===== config.mk =====
export PLATFORM = sky130hd
export DESIGN_NAME = rse_fifo
export DESIGN_NICKNAME = d
export VERILOG_FILES = /design/src/rtl/rse_pkg.sv /design/src/rtl/rse_fifo.sv
export SDC_FILE = /design/constraint.sdc
export NUM_CORES = 1
export LEC_CHECK = 0
export CAP_MARGIN = 15
export CORE_MARGIN = 2
export CORE_UTILIZATION = 60
export DETAILED_ROUTE_END_ITERATION = 8
export DONT_BUFFER_PORTS = 1
export PLACE_DENSITY_LB_ADDON = 0.1
export RECOVER_POWER = 25
export SLEW_MARGIN = 40
export SYNTH_ARGS = -nofsm -noshare
export SYNTH_HDL_FRONTEND = slang
export SYNTH_SLANG_ARGS = --single-unit
export TNS_END_PERCENT = 100

===== constraint.sdc =====
create_clock -name aclk -period 6.3 [get_ports aclk]
set_input_delay 0.63 -clock aclk [delete_from_list [all_inputs] [get_ports aclk]]
set_output_delay 0.63 -clock aclk [all_outputs]
set_load 0.02 [all_outputs]

===== src/rtl/rse_pkg.sv =====
// Shared types and constants for the RGB Sobel edge enhancer.
// No dependencies.
package rse_pkg;
    localparam int CFG_W = 12;
    localparam int COORD_W = 11;
    localparam int PIX_W = 8;
    localparam logic [0:0] REG_WIDTH = 1'b0;
    localparam logic [0:0] REG_HEIGHT = 1'b1;

    // job handed from front to back: one pixel, classified
    typedef struct packed {
        logic [PIX_W-1:0] c0, c1, c2, c3, c4, c5, c6, c7, c8; // window, row-major
        logic [PIX_W-1:0] gray;
        logic [COORD_W-1:0] row;
        logic [COORD_W-1:0] col;
        logic interior;
        logic border;
    } job_t;
endpackage


===== src/rtl/rse_fifo.sv =====
// Short queue of classified jobs between front and back.
// Depends on rse_pkg.
module rse_fifo (
    input  logic aclk,
    input  logic aresetn,
    input  logic in_valid,
    output logic in_ready,
    input  rse_pkg::job_t in_job,
    output logic out_valid,
    input  logic out_ready,
    output rse_pkg::job_t out_job
);
    rse_pkg::job_t mem [4];
    logic [1:0] wp_reg, rp_reg;
    logic [2:0] cnt_reg;
    logic wr, rd;

    assign in_ready = cnt_reg != 3'd4;
    assign out_valid = cnt_reg != 3'd0;
    assign out_job = mem[rp_reg];
    assign wr = in_valid && in_ready;
    assign rd = out_valid && out_ready;

    always_ff @(posedge aclk) begin
        if (wr) mem[wp_reg] <= in_job;
    end

    always_ff @(posedge aclk) begin
        if (!aresetn) begin
            wp_reg <= '0;
            rp_reg <= '0;
            cnt_reg <= '0;
        end else begin
            if (wr) wp_reg <= wp_reg + 1'b1;
            if (rd) rp_reg <= rp_reg + 1'b1;
            cnt_reg <= cnt_reg + 3'(wr) - 3'(rd);
        end
    end
endmodule


==> results.ini <==
[synth]
synth_cells=592
synth_ff_type=edfxtp_1
yosys.area.top_type=edfxtp_1
yosysMostFrequentCell=edfxtp_1
yosysSeqAreaShare_pct=81.79
syn_nets=707
synth_area_leaders=edfxtp_1 (81%), mux4_2 (15%), dfxtp_1 (1.2%)
yosys-top-cells-count=edfxtp_1 (416), mux4_2 (104), buf_2 (11)
yosysWarnings=0
yosysTopAreaCellShare_pct=80.63
synth_enable_flop_cells=416
async_flop_share_pct=0
synth_seq_cells=425
avgSynthCellArea_um2=26.17
ys_types=20
netlist_area_mm2=0.01549

[sta]
relSlewSlack_pct=45.64
fmax_ghz=0.2975
slew_viol_final=0
min_period_ns=3.362
finalSetupViolCount=0
fin_setup_tns_ns=0
skew_ns=0.01264
post-route-period-util_pct=53.36
rsz0062_at_grt=false
tightest_slew_ns=0.8154
timing.final.hold_violations=0

[detailed_routing]
drc=0
ant_nets=0
wl_mm=26.56
vias=6027
firstDrtPassIters=4
avgViaCountPerCell=6.125
drtIter0Drc=503
routedWlPerCell_um=26.99

[clock_tree]
cts_hold_buf=0
htreeDepth=2
insertion_delay_ns=0.53
cts.sinks=425
cts-resized-gates=0
postCtsSetupRepairBufs=0
cts.clk_slew.worst_paths_ns=0.06
cts_root_buf=clkbuf_16
cts_buffers=42
cts_buffer_depth=3
cts_tree=done

[pwr]
vdd_drop_max_mv=0.2892
powerDensity_mw_per_mm2=430.0
leakage_nw=5.304

[setup_path]
path_max_fanout=53
critical_path_class=reg2out
worstSetupEndpointType=primary output
critPathArrivalTime_ns=2.73
start_kind=flip-flop
r2r_start=cnt_reg[1]
required_ns=5.67

[layout]
fin_util_pct=68.16
largest_reg_flops=416
nets=737
area_delta_synth_final_pct=11.10
antenna_cells=0
drive_gt1_share_pct=27.83

[status]
status=complete, no violations

[floorplan]
core_mm2=0.02525
die_y_um=164.7
dieArea_mm2=0.02712
start_util_pct=61.35
ios=214
die_x_um=164.7
rows=58

[grt]
grt_overflow=0
antenna_found_initial=0
grt_usage_pct=20.22
grt_max_degree=60
grt_pass1_vias=6553
grt_pass1_wl_mm=39.99

[placed_design]
dp_hpwl_mm=15.95
io_buffers=0
place_congestion=0.7103

[min_path]
hp-start=in_job[51]
hp-class=in2reg

[run]
maxCapViolations=0

## worst max-delay path, stage by stage (launching register included)
cell and delay (ns):
dfxtp_4 0.84, buf_4 0.74, mux4_2 0.52
## area by class of cell
type	count	area, µm²
clock inverters	22	183.9
clock buffers	54	1137
well taps	330	412.9
fillers	1525	8041
repair buffers	11	161.4
multi-input cells	137	2619
flip-flops and latches	425	12680
inverters	5	18.77
## metal layers
layer	GRT usage (%)	part of all wire (%)
met1	24.92	36
met2	32.85	51
met3	9.141	11
met4	5.692	2.3
met5	0	0
## through the flow
stage	power (mW)	setup WS [ns]	cells	hold slack [ns]	area, µm²
after floorplan	4.870	2.358	592	0.4677	15490
after global placement	5.052	3.251	903	0.4780	15790
after detailed placement	5.133	3.170	906	0.5066	15850
after CTS	7.495	2.911	982	0.1694	17170
after global routing	7.689	2.827	984	0.1683	17210
final	7.401	2.938	984	0.1927	17210
## cells in the final DEF (no fill, tap or decap), types with 3 or more instances in the layout
cell / instances
and2_1: 3
mux4_2: 104
edfxtp_1: 416
clkbuf_16: 43
buf_12: 6
buf_4: 4
clkinv_2: 11
clkinv_1: 6
bufinv_16: 3
ha_1: 6
dfxtp_1: 7
xnor2_1: 4
clkbuf_1: 9
nor2b_1: 3
inv_1: 5
and2_4: 4
nand2_1: 5
## kinds of logic (layout without fill, tap and decap cells)
logic type / Yosys count / count (layout) / share of synthesized area [%]
flip-flops: 425 / 425 / 81.79
adder cells (fa/ha/maj): 7 / 7 / 0.6137
XOR/XNOR: 4 / 4 / 0.2261
AO/OA/AOI/OAI: 3 / 3 / 0.1616
buffers and inverters: 30 / 92 / 1.373
AND/OR/NAND/NOR: 17 / 17 / 0.5895
multiplexers: 106 / 106 / 15.25
## report_power, final
group,leakage [nW],switching [mW],internal (mW)
clock network,0.654,0.968,1.40
logic,0.764,0.933,0.559
registers,3.89,0.116,3.43
total,5.30,2.02,5.38
## path summary, 6_finish.rpt
kind,to,slack [ns],cells after the start
worst max-delay path,out_job[8],2.94,2
worst min-delay path,mem[3][51],0.19,0
worst max register to register,mem[0][1],3.33,5
worst min register to register,wp_reg[1],0.51,2
Power figures use the tool's default switching activity.
