--- config.mk ---
export PLATFORM = sky130hd
export DESIGN_NAME = rse_back
export DESIGN_NICKNAME = d
export VERILOG_FILES = /design/src/rtl/rse_pkg.sv /design/src/rtl/rse_back.sv
export SDC_FILE = /design/constraint.sdc
export NUM_CORES = 1
export LEC_CHECK = 0
export BUFFER_PORTS_ARGS = -buffer_cell sky130_fd_sc_hd__buf_2
export CAP_MARGIN = 30
export CELL_PAD_IN_SITES_DETAIL_PLACEMENT = 0
export CELL_PAD_IN_SITES_GLOBAL_PLACEMENT = 1
export CORE_MARGIN = 8
export CORE_UTILIZATION = 40
export DETAILED_ROUTE_END_ITERATION = 10
export PLACE_DENSITY_LB_ADDON = 0.05
export SETUP_SLACK_MARGIN = 0.05
export SYNTH_ARGS = -nofsm -noshare
export SYNTH_HDL_FRONTEND = slang
export SYNTH_SLANG_ARGS = --single-unit
--- constraint.sdc ---
create_clock -name aclk -period 13.3 [get_ports aclk]
set_clock_uncertainty 0.05 [all_clocks]
set_input_delay 1.33 -clock aclk [delete_from_list [all_inputs] [get_ports aclk]]
set_output_delay 1.33 -clock aclk [all_outputs]
set_load 0.005 [all_outputs]
--- src/rtl/rse_pkg.sv ---
// Shared types and constants for the RGB Sobel edge enhancer.
// No dependencies.
package rse_pkg;
    localparam int CFG_W = 12;
    localparam int COORD_W = 11;
    localparam int PIX_W = 8;
    localparam logic [0:0] REG_WIDTH = 1'b0;
    localparam logic [0:0] REG_HEIGHT = 1'b1;

    // job handed from front to back: one pixel, classified
    typedef struct packed {
        logic [PIX_W-1:0] c0, c1, c2, c3, c4, c5, c6, c7, c8; // window, row-major
        logic [PIX_W-1:0] gray;
        logic [COORD_W-1:0] row;
        logic [COORD_W-1:0] col;
        logic interior;
        logic border;
    } job_t;
endpackage

--- src/rtl/rse_back.sv ---
// Back end: Sobel gradient, bitwise square root, enhancement, result emission.
// Depends on rse_pkg.
module rse_back (
    input  logic aclk,
    input  logic aresetn,
    input  logic job_valid,
    output logic job_ready,
    input  rse_pkg::job_t job,
    output logic m_valid,
    input  logic m_ready,
    output logic [10:0] m_out_row,
    output logic [10:0] m_out_col,
    output logic [7:0] m_enhanced_pixel,
    output logic m_last_of_step
);
    typedef enum logic [1:0] {S_IDLE, S_ROOT, S_OUT1, S_OUT2} state_t;
    state_t state_reg;
    logic [20:0] s_reg;
    logic [7:0] r_reg;
    logic [3:0] bit_reg;
    rse_pkg::job_t j_reg;
    logic signed [11:0] sx, sy;
    logic [7:0] t;
    logic [8:0] enh;
    logic out_free;

    // gradients from the incoming job
    always_comb begin
        sx = 12'(job.c2) + 12'(job.c8) + (12'(job.c5) << 1)
           - 12'(job.c0) - 12'(job.c6) - (12'(job.c3) << 1);
        sy = 12'(job.c6) + 12'(job.c8) + (12'(job.c7) << 1)
           - 12'(job.c0) - 12'(job.c2) - (12'(job.c1) << 1);
    end

    assign t = r_reg | (8'd1 << bit_reg[2:0]);
    assign enh = 9'(j_reg.c4) + 9'(r_reg);
    assign out_free = !m_valid || m_ready;
    assign job_ready = state_reg == S_IDLE;

    always_ff @(posedge aclk) begin
        if (!aresetn) begin
            state_reg <= S_IDLE;
            m_valid <= 1'b0;
        end else begin
            if (m_valid && m_ready) m_valid <= 1'b0;
            unique case (state_reg)
                S_IDLE: begin
                    if (job_valid) begin
                        j_reg <= job;
                        s_reg <= 21'(24'(sx * sx) + 24'(sy * sy));
                        r_reg <= '0;
                        bit_reg <= 4'd7;
                        if (job.interior) state_reg <= S_ROOT;
                        else if (job.border) state_reg <= S_OUT2;
                    end
                end
                // one result bit per cycle, most significant first
                S_ROOT: begin
                    if (21'(16'(t) * 16'(t)) <= s_reg) r_reg <= t;
                    if (bit_reg == 4'd0) state_reg <= S_OUT1;
                    else bit_reg <= bit_reg - 1'b1;
                end
                S_OUT1: begin
                    if (out_free) begin
                        m_valid <= 1'b1;
                        m_out_row <= j_reg.row - 1'b1;
                        m_out_col <= j_reg.col - 1'b1;
                        m_enhanced_pixel <= enh[8] ? 8'hFF : enh[7:0];
                        m_last_of_step <= !j_reg.border;
                        state_reg <= j_reg.border ? S_OUT2 : S_IDLE;
                    end
                end
                S_OUT2: begin
                    if (out_free) begin
                        m_valid <= 1'b1;
                        m_out_row <= j_reg.row;
                        m_out_col <= j_reg.col;
                        m_enhanced_pixel <= j_reg.gray;
                        m_last_of_step <= 1'b1;
                        state_reg <= S_IDLE;
                    end
                end
                default: state_reg <= S_IDLE;
            endcase
        end
    end
endmodule

==> results of run 1 <==
layout make-up:
type | count | area, sq um
Fill cell | 4274 | 23800
Multi-Input combinational cell | 1120 | 12200
Sequential cell | 106 | 3150
Inverter | 504 | 1890
Timing Repair Buffer | 162 | 866
Tap cell | 585 | 732
Clock buffer | 10 | 229
Clock inverter | 6 | 48.8
Antenna cell | 2 | 5.00
cells in the final DEF (no fill, tap or decap), types with 3 or more instances in the layout:
| master | count |
|---|---|
| a2111oi_0 | 4 |
| a21o_1 | 19 |
| a21oi_1 | 54 |
| and2_1 | 14 |
| and3_1 | 3 |
| buf_2 | 140 |
| buf_4 | 22 |
| clkbuf_16 | 9 |
| clkinv_1 | 3 |
| dfxtp_1 | 3 |
| edfxtp_1 | 103 |
| fa_1 | 314 |
| ha_1 | 184 |
| inv_1 | 500 |
| nand2_1 | 89 |
| nand2b_1 | 23 |
| nand3_1 | 5 |
| nand4_1 | 5 |
| nor2_1 | 151 |
| nor2b_1 | 14 |
| nor3_1 | 19 |
| nor4_1 | 6 |
| o211ai_1 | 3 |
| o21a_1 | 9 |
| o21ai_0 | 25 |
| o21ai_1 | 5 |
| o21bai_1 | 7 |
| o41ai_1 | 6 |
| or2_2 | 18 |
| xnor2_1 | 77 |
| xor2_1 | 34 |
how the worst min path moves through the flow:
stage,start,to,depth (start not counted)
3_5_place_dp,j_reg[12]$_DFFE_PP_,m_out_col[10]$_DFFE_PP_,1
5_1_grt,j_reg[12]$_DFFE_PP_,m_out_col[10]$_DFFE_PP_,1
2_1_floorplan,j_reg[0]$_DFFE_PP_,m_last_of_step$_SDFFCE_PP1P_,1
3_3_place_gp,j_reg[12]$_DFFE_PP_,m_out_col[10]$_DFFE_PP_,1
4_1_cts,j_reg[12]$_DFFE_PP_,m_out_col[10]$_DFFE_PP_,1
6_report,j_reg[12]$_DFFE_PP_,m_out_col[10]$_DFFE_PP_,1
cells in the mapped netlist, types with 7 or more instances:
cell      instances  area share
o21a_1            9      0.0039
and2_1           14      0.0051
clkbuf_1         17      0.0037
or2_2            18      0.0065
nor3_1           19      0.0055
xnor2_1          77       0.039
ha_1            184        0.13
nor2_1          151       0.033
nand2b_1         23      0.0083
nand2_1          89       0.019
a21oi_1          54       0.016
nor2b_1          14      0.0051
o21bai_1          7      0.0030
xor2_1           34       0.017
o21ai_0          25      0.0072
inv_1           500        0.11
edfxtp_1        103        0.18
a21o_1           19      0.0082
fa_1            314        0.36
metrics by stage:
| step | setup WS, ns | instances |
|---|---|---|
| after floorplan | 2.07 | 1747 |
| after global placement | 0.775 | 2477 |
| after detailed placement | 0.687 | 2477 |
| after CTS | 1.07 | 2493 |
| after global routing | 0.446 | 2495 |
| final | 1.18 | 2495 |
cells by family (layout without fill, tap and decap cells):
kind of cell | after synthesis | in the layout | synth area share
buf+inv | 521 | 682 | 0.113
fa+ha+maj | 498 | 498 | 0.496
simple gates | 356 | 356 | 0.0927
compound gates | 151 | 151 | 0.0560
xor+xnor | 113 | 113 | 0.0584
flops | 106 | 106 | 0.182
mux | 2 | 2 | 0.00123
other cells | 0 | 2 | 0
layer usage:
| metal | up-vias | global-route usage | routed length (um) |
|---|---|---|---|
| li1 | 5613 | - | - |
| met1 | 5580 | 0.207 | 17600 |
| met3 | 34 | 0.0137 | 937 |
| met5 | - | 0 | 0 |
| met4 | 0 | 0.0429 | 779 |
| met2 | 159 | 0.290 | 19400 |
==> results by group, run 1 <==
Hold path
  – Min-Delay Path Class: flop to flop

Drt
  – Total routed wirelength: slightly below 40 mm
  – Antenna Nets Post-Route: 0
  – Vias: around 11,000
  – Drt first pass iters: 6
  – Drt wl/cell: about 16 um
  – Initial DRC count: 385
  – Via density per instance: between 4 and 5
  – DRC viols: 0

STA
  – Actual slew at the worst max-slew pin: around 1.0 ns
  – Hold_ws: between 0.5 and 0.6 ns
  – Fin crit share: 0.911
  – Post-route minimum period: 12.12 ns
  – Worst slew margin: 0.315
  – Setup TNS: 0 ns
  – Count of pins over their slew limit: 0
  – Fmax: just over 0.08 GHz
  – Final setup violation count: 0
  – Fin. Hold Viols: 0
  – RSZ-0062 raised after global routing: false

Global routing
  – Vias in the first global route: approximately 13,000
  – First-pass GRT wire length: 64.9 mm
  – Congestion Overflow GR: 0
  – Antenna violations before repair: 2
  – Largest net degree at the start of global routing: 49
  – Tot GR Track Use: 0.161

Finish
  – Largest register FFs: 39
  – Final core area utilization: 0.446
  – Fin nets: 2,509
  – Final Cell Area: 19,100 sq um
  – Share of cells above drive strength 1: 0.108
  – Area growth, synth to finish: 10.5%

Synth
  – Syn Std Cell Area: 17,300 sq um
  – Async set or reset register ratio after synthesis: 0
  – Unique masters post-synth: 56
  – Post-Syn Area per Cell: 9.90 sq um
  – Post-synth EDFFs: between 100 and 150
  – Total of warnings raised by yosys: 0
  – #FFs+latches synth: approximately 110
  – Post-Synthesis Cells: 1,747
  – Syn nets: ~2,400
  – Sequential area share after synthesis: 0.182
  – Prevailing post-synth register cell: edfxtp_1

Floorplan
  – Io pins: 141
  – Starting Density: 0.403
  – Die height: 224 um
  – Rows: 76
  – Die W: 224 um
  – Die Footprint: 50,200 sq um
  – Core Box Area: around 43,000 sq um

Critical path
  – Crit. End Element: flop
  – Critical path type: input port to flop
  – R2r setup slk: 5.59 ns
  – Crit path max-delay cell type: xnor2_1
  – CP Launch Type: input port
  – CP most frequent cell: fa_1
  – Max FO, Critical Path: 7
  – CP endpoint: s_reg[20]$_DFFE_PP_
  – Reg2Reg Depth: 33
  – Critical Path RT: 13.36 ns
  – Largest stage delay on the critical path: 0.64 ns
  – Cell family with most CP delay: adder cells
  – Critical path buffer and inverter count: 10
  – FF-to-FF End: r_reg[0]$_SDFFCE_PN0P_
  – FF-to-FF Start: bit_reg[0]$_SDFFCE_PN1P_
  – Stages on worst setup path: 41
  – Critical path origin: job[33]
  – Worst EP arrival: 12.18 ns

Clocking
  – Clock sink total: about 110
  – Cts bufs inserted: 9
  – H-tree levels: 3
  – CTS root buffer: clkbuf_16
  – Clock latency on the worst-skew pair: 0.36 ns
  – CTS tree: yes
  – Post-CTS Resized: 0
  – Hold buffers post-CTS: 0
  – Clock Path Buffers: 2
  – Post-CTS setup buffers: 0
  – CTS clk-pin slew, worst paths: 0.08 ns

Run
  – Max Cap Violations: 0

Status
  – Status: completed

Placed design
  – Dpl hpwl: 34.6 mm
  – Port buffer count: 140
  – Placed cell areas: 18,800 sq um
  – GP Congestion: 0.812
Power of run 1 is left out: the tool's default activity adds up to more than one toggle a clock period on the data nets, which glitch-free logic cannot reach.
==> run 2, diff against run 1 <==
- RECOVER_POWER: default -> 50
==> run 2 against run 1 <==
  * Sequential share of layout area barely moved
  * Non-clock buffer count is the same
  * Critical path depth unchanged
  * Hold slack about the same
  * Highest routed layer unchanged
  * Die area stayed put
  * Count of clock-buffer cells in the layout is the same
  * Global-route usage unchanged
  * Via count is 0.36% lower
  * Fmax hardly changed
  * Flip-flop and latch count unchanged
  * Cell count stayed put
==> results by group, run 2 (synthesis gave the netlist of run 1 again) <==
Critical path
  – Critical Path RT: 13.36 ns
  – Worst EP arrival: 12.17 ns
  – Crit. End Element: flop
  – Max FO, Critical Path: 7
  – CP Launch Type: input port
  – Crit path max-delay cell type: xnor2_1
  – CP most frequent cell: fa_1
  – Largest stage delay on the critical path: between 0.6 and 0.7 ns
  – Reg2Reg Depth: 33
  – Critical path type: input port to flop

STA
  – Actual slew at the worst max-slew pin: 1.02 ns
  – Fin. Hold Viols: 0
  – Post-route minimum period: about 12 ns
  – Fin crit share: 0.910
  – Fmax: about 0.083 GHz
  – Count of pins over their slew limit: 0
  – Worst slew margin: 0.317
  – Final setup violation count: 0
  – Setup TNS: 0 ns
  – RSZ-0062 raised after global routing: false

Finish
  – Sequential Area: 3150 sq um
  – Most frequent cells in the layout: 500 x inv_1, 314 x fa_1, 184 x ha_1
  – Largest register FFs: 39
  – Most common cell after layout, fill and taps aside: inv_1
  – Share of cells above drive strength 1: 0.0943
  – Final core area utilization: 0.445
  – Fillers: 4,278
  – Multi-input logic area: 12,200 sq um
  – Fin nets: between 2,000 and 3,000
  – Area growth, synth to finish: 10.3%

Drt
  – Total routed wirelength: a little under 40 mm
  – Drt first pass iters: 6
  – Via density per instance: 4.55
  – Vias: 11,300
  – Drt wl/cell: 15.5 um
  – Initial DRC count: about 420
  – DRC viols: 0
  – Antenna Nets Post-Route: 0

Placed design
  – GP Congestion: 0.812
  – Port buffer count: 140
  – Dpl hpwl: 34.6 mm

Run
  – Max Cap Violations: 0

Global routing
  – Vias in the first global route: approximately 13,000
  – Congestion Overflow GR: 0
  – Tot GR Track Use: 0.161
  – First-pass GRT wire length: 64.9 mm
  – Largest net degree at the start of global routing: 49
  – Antenna violations before repair: 2

Floorplan
  – Die W: 224 um
  – Die height: 224 um
  – Starting Density: 0.403
  – Io pins: 141
  – Core Box Area: 42,900 sq um
  – Rows: 76
  – Die Footprint: 50,200 sq um

Clocking
  – CTS root buffer: clkbuf_16
  – Post-CTS setup buffers: 0
  – Clock sink total: 106
  – CTS clk-pin slew, worst paths: about 0.08 ns
  – Cts bufs inserted: 9
  – H-tree levels: 3
  – Hold buffers post-CTS: 0
  – CTS tree: yes
  – Post-CTS Resized: 0
  – Clock latency on the worst-skew pair: 0.36 ns
  – Clock Path Buffers: 2

Hold path
  – Hold depth: 1
  – Min-Delay Path Class: flop to flop

Status
  – Status: completed
run 2: per-layer routing:
layer,GRT usage,vias up,share of wire
met5,0,-,0
met1,0.207,5544,0.45
li1,-,5613,-
met2,0.290,153,0.50
met4,0.0429,0,0.021
met3,0.0137,35,0.024
run 2: through the flow:
| stage | hold slack, ns | setup WS (ns) | instance area (sq um) | cells |
|---|---|---|---|---|
| after floorplan | 0.472 | 2.07 | 17300 | 1747 |
| after global placement | 0.483 | 0.775 | 18800 | 2477 |
| after detailed placement | 0.487 | 0.687 | 18800 | 2477 |
| after CTS | 0.506 | 1.07 | 19100 | 2493 |
| after global routing | 0.514 | 0.446 | 19100 | 2495 |
| final | 0.506 | 1.19 | 19100 | 2495 |
run 2: worst paths after layout:
check                           startpoint                      end  slack [ns]
hold reg to reg        j_reg[12]$_DFFE_PP_  m_out_col[10]$_DFFE_PP_        0.51
hold / removal         j_reg[12]$_DFFE_PP_  m_out_col[10]$_DFFE_PP_        0.51
setup / recovery                   job[33]      s_reg[20]$_DFFE_PP_        1.19
setup reg to reg  bit_reg[0]$_SDFFCE_PN1P_   r_reg[0]$_SDFFCE_PN0P_        5.60
run 2: cell type report:
cell class / instances / share of cell area
multi-input cells: 1120 / 0.639
flip-flops and latches: 106 / 0.165
inverters: 504 / 0.0991
repair buffers: 162 / 0.0437
well taps: 585 / 0.0384
clock buffers: 10 / 0.0120
clock inverters: 6 / 0.00256
diodes: 2 / 0.000262
run 2: worst max-delay path: cells and delay by family:
kind | cells | cell delay [ns]
adder cells (fa/ha/maj) | 14 | 6.19
buffers and inverters | 10 | 0.87
AND/OR/NAND/NOR | 4 | 0.64
AO/OA/AOI/OAI | 10 | 2.15
XOR/XNOR | 3 | 0.99
Power of run 2 is left out for the same reason.
==> run 3, diff against run 2 <==
- BUFFER_PORTS_ARGS: -buffer_cell sky130_fd_sc_hd__buf_2 -> -buffer_cell sky130_fd_sc_hd__buf_4
==> run 3 against run 2 <==
  * Count of clock-buffer cells in the layout is the same
  * Cell count shrank 0.12%
  * Global-route usage is essentially flat
  * Flip-flop and latch count is the same
  * Worst setup slack lost 0.019 ns
  * Die area is the same
==> results by group, run 3 (synthesis gave the netlist of run 1 again) <==
Hold path
  – Min-Delay Path Class: flop to flop

Finish
  – Final Cell Area: 19,400 sq um
  – Most common cell after layout, fill and taps aside: inv_1
  – Antenna diodes: 0
  – Share of cells above drive strength 1: 0.101
  – Most frequent cells in the layout: 500 x inv_1, 314 x fa_1, 184 x ha_1
  – Largest register FFs: 39
  – Fin nets: 2,508
  – Area growth, synth to finish: 12.2%

Critical path
  – Crit path max-delay cell type: xnor2_1
  – Critical path type: input port to flop
  – CP most frequent cell: fa_1
  – CP Launch Type: input port
  – Max FO, Critical Path: 7
  – Largest stage delay on the critical path: roughly 0.63 ns
  – Critical Path RT: 13.35 ns
  – Crit. End Element: flop
  – Worst EP arrival: 12.18 ns

Global routing
  – Antenna violations before repair: 0
  – First-pass GRT wire length: 65.0 mm
  – Vias in the first global route: 12,600
  – Tot GR Track Use: 0.161
  – Largest net degree at the start of global routing: 51
  – Congestion Overflow GR: 0

Clocking
  – Post-CTS setup buffers: 0
  – CTS clk-pin slew, worst paths: 0.07 ns
  – Clock latency on the worst-skew pair: 0.36 ns
  – Post-CTS Resized: 0
  – CTS root buffer: clkbuf_16
  – CTS tree: yes
  – Cts bufs inserted: 9
  – Clock sink total: between 100 and 150
  – H-tree levels: 3
  – Clock Path Buffers: 2
  – Hold buffers post-CTS: 0

STA
  – Post-route minimum period: 12.13 ns
  – RSZ-0062 raised after global routing: false
  – Final setup violation count: 0
  – Fin. Hold Viols: 0
  – Count of pins over their slew limit: 0
  – Hold_ws: 0.507 ns
  – Setup TNS: 0 ns
  – Worst slew margin: 0.302
  – Fmax: 0.0825 GHz
  – Fin crit share: 0.912
  – Final worst-path setup slack: roughly 1.2 ns
  – Actual slew at the worst max-slew pin: 1.04 ns

Floorplan
  – Rows: 76
  – Starting Density: 0.403
  – Die height: 224 um
  – Io pins: 141
  – Core Box Area: ~43,000 sq um
  – Die Footprint: roughly 50,000 sq um
  – Die W: 224 um

Drt
  – Initial DRC count: between 300 and 400
  – Total routed wirelength: 38.6 mm
  – Vias: roughly 11,000
  – Drt first pass iters: 4
  – Antenna Nets Post-Route: 0
  – Via density per instance: 4.58
  – Drt wl/cell: between 15 and 20 um
  – DRC viols: 0

Placed design
  – GP Congestion: 0.822
  – Port buffer count: 140
  – Placement Setup Slack: 0.685 ns
  – Dpl hpwl: 34.6 mm
  – Placed cell areas: 19,200 sq um

Run
  – Max Cap Violations: 0

Status
  – Status: completed
[run 3: changes by cell type in the layout (fill, tap and decap cells not counted), moves of 2 or more]
cell      change
diode_2       -2
clkbuf_1     -12
buf_2       -114
clkbuf_4     +60
buf_4        +65
[run 3: worst paths after layout]
kind                                          startpoint                 endpoint  slack [ns]  cells after the start
worst max-delay path                             job[33]      s_reg[20]$_DFFE_PP_        1.17                     41
worst min-delay path                 j_reg[12]$_DFFE_PP_  m_out_col[10]$_DFFE_PP_        0.51                      1
worst max register to register  bit_reg[0]$_SDFFCE_PN1P_   r_reg[1]$_SDFFCE_PN0P_        5.58                     33
worst min register to register       j_reg[12]$_DFFE_PP_  m_out_col[10]$_DFFE_PP_        0.51                      1
[run 3: final cells by class]
class / instances / area, sq um
fillers: 4203 / 23500
multi-input cells: 1120 / 12200
inverters: 504 / 1890
repair buffers: 161 / 1160
clock inverters: 6 / 50.0
well taps: 585 / 732
clock buffers: 10 / 229
flip-flops and latches: 106 / 3150
[run 3: critical path: cells and delay by family]
| kind | cells | cell delay (ns) |
|---|---|---|
| AO/OA/AOI/OAI | 9 | 1.98 |
| XOR/XNOR | 3 | 0.98 |
| buffers and inverters | 10 | 0.85 |
| adder cells (fa/ha/maj) | 14 | 6.26 |
| AND/OR/NAND/NOR | 5 | 0.78 |
[run 3: layer usage]
layer	up-vias	GRT usage	routed length (um)
li1	5602	-	-
met1	5601	0.207	17400
met2	171	0.290	19500
met3	28	0.0165	1130
met4	0	0.0361	641
met5	-	0	0
[run 3: metrics by stage]
stage,utilization,cells
finish,0.452,2492
global route,0.452,2492
CTS,0.454,2492
detailed placement,0.447,2476
global placement,0.447,2476
floorplan,-,1747
Power of run 3 is left out for the same reason.
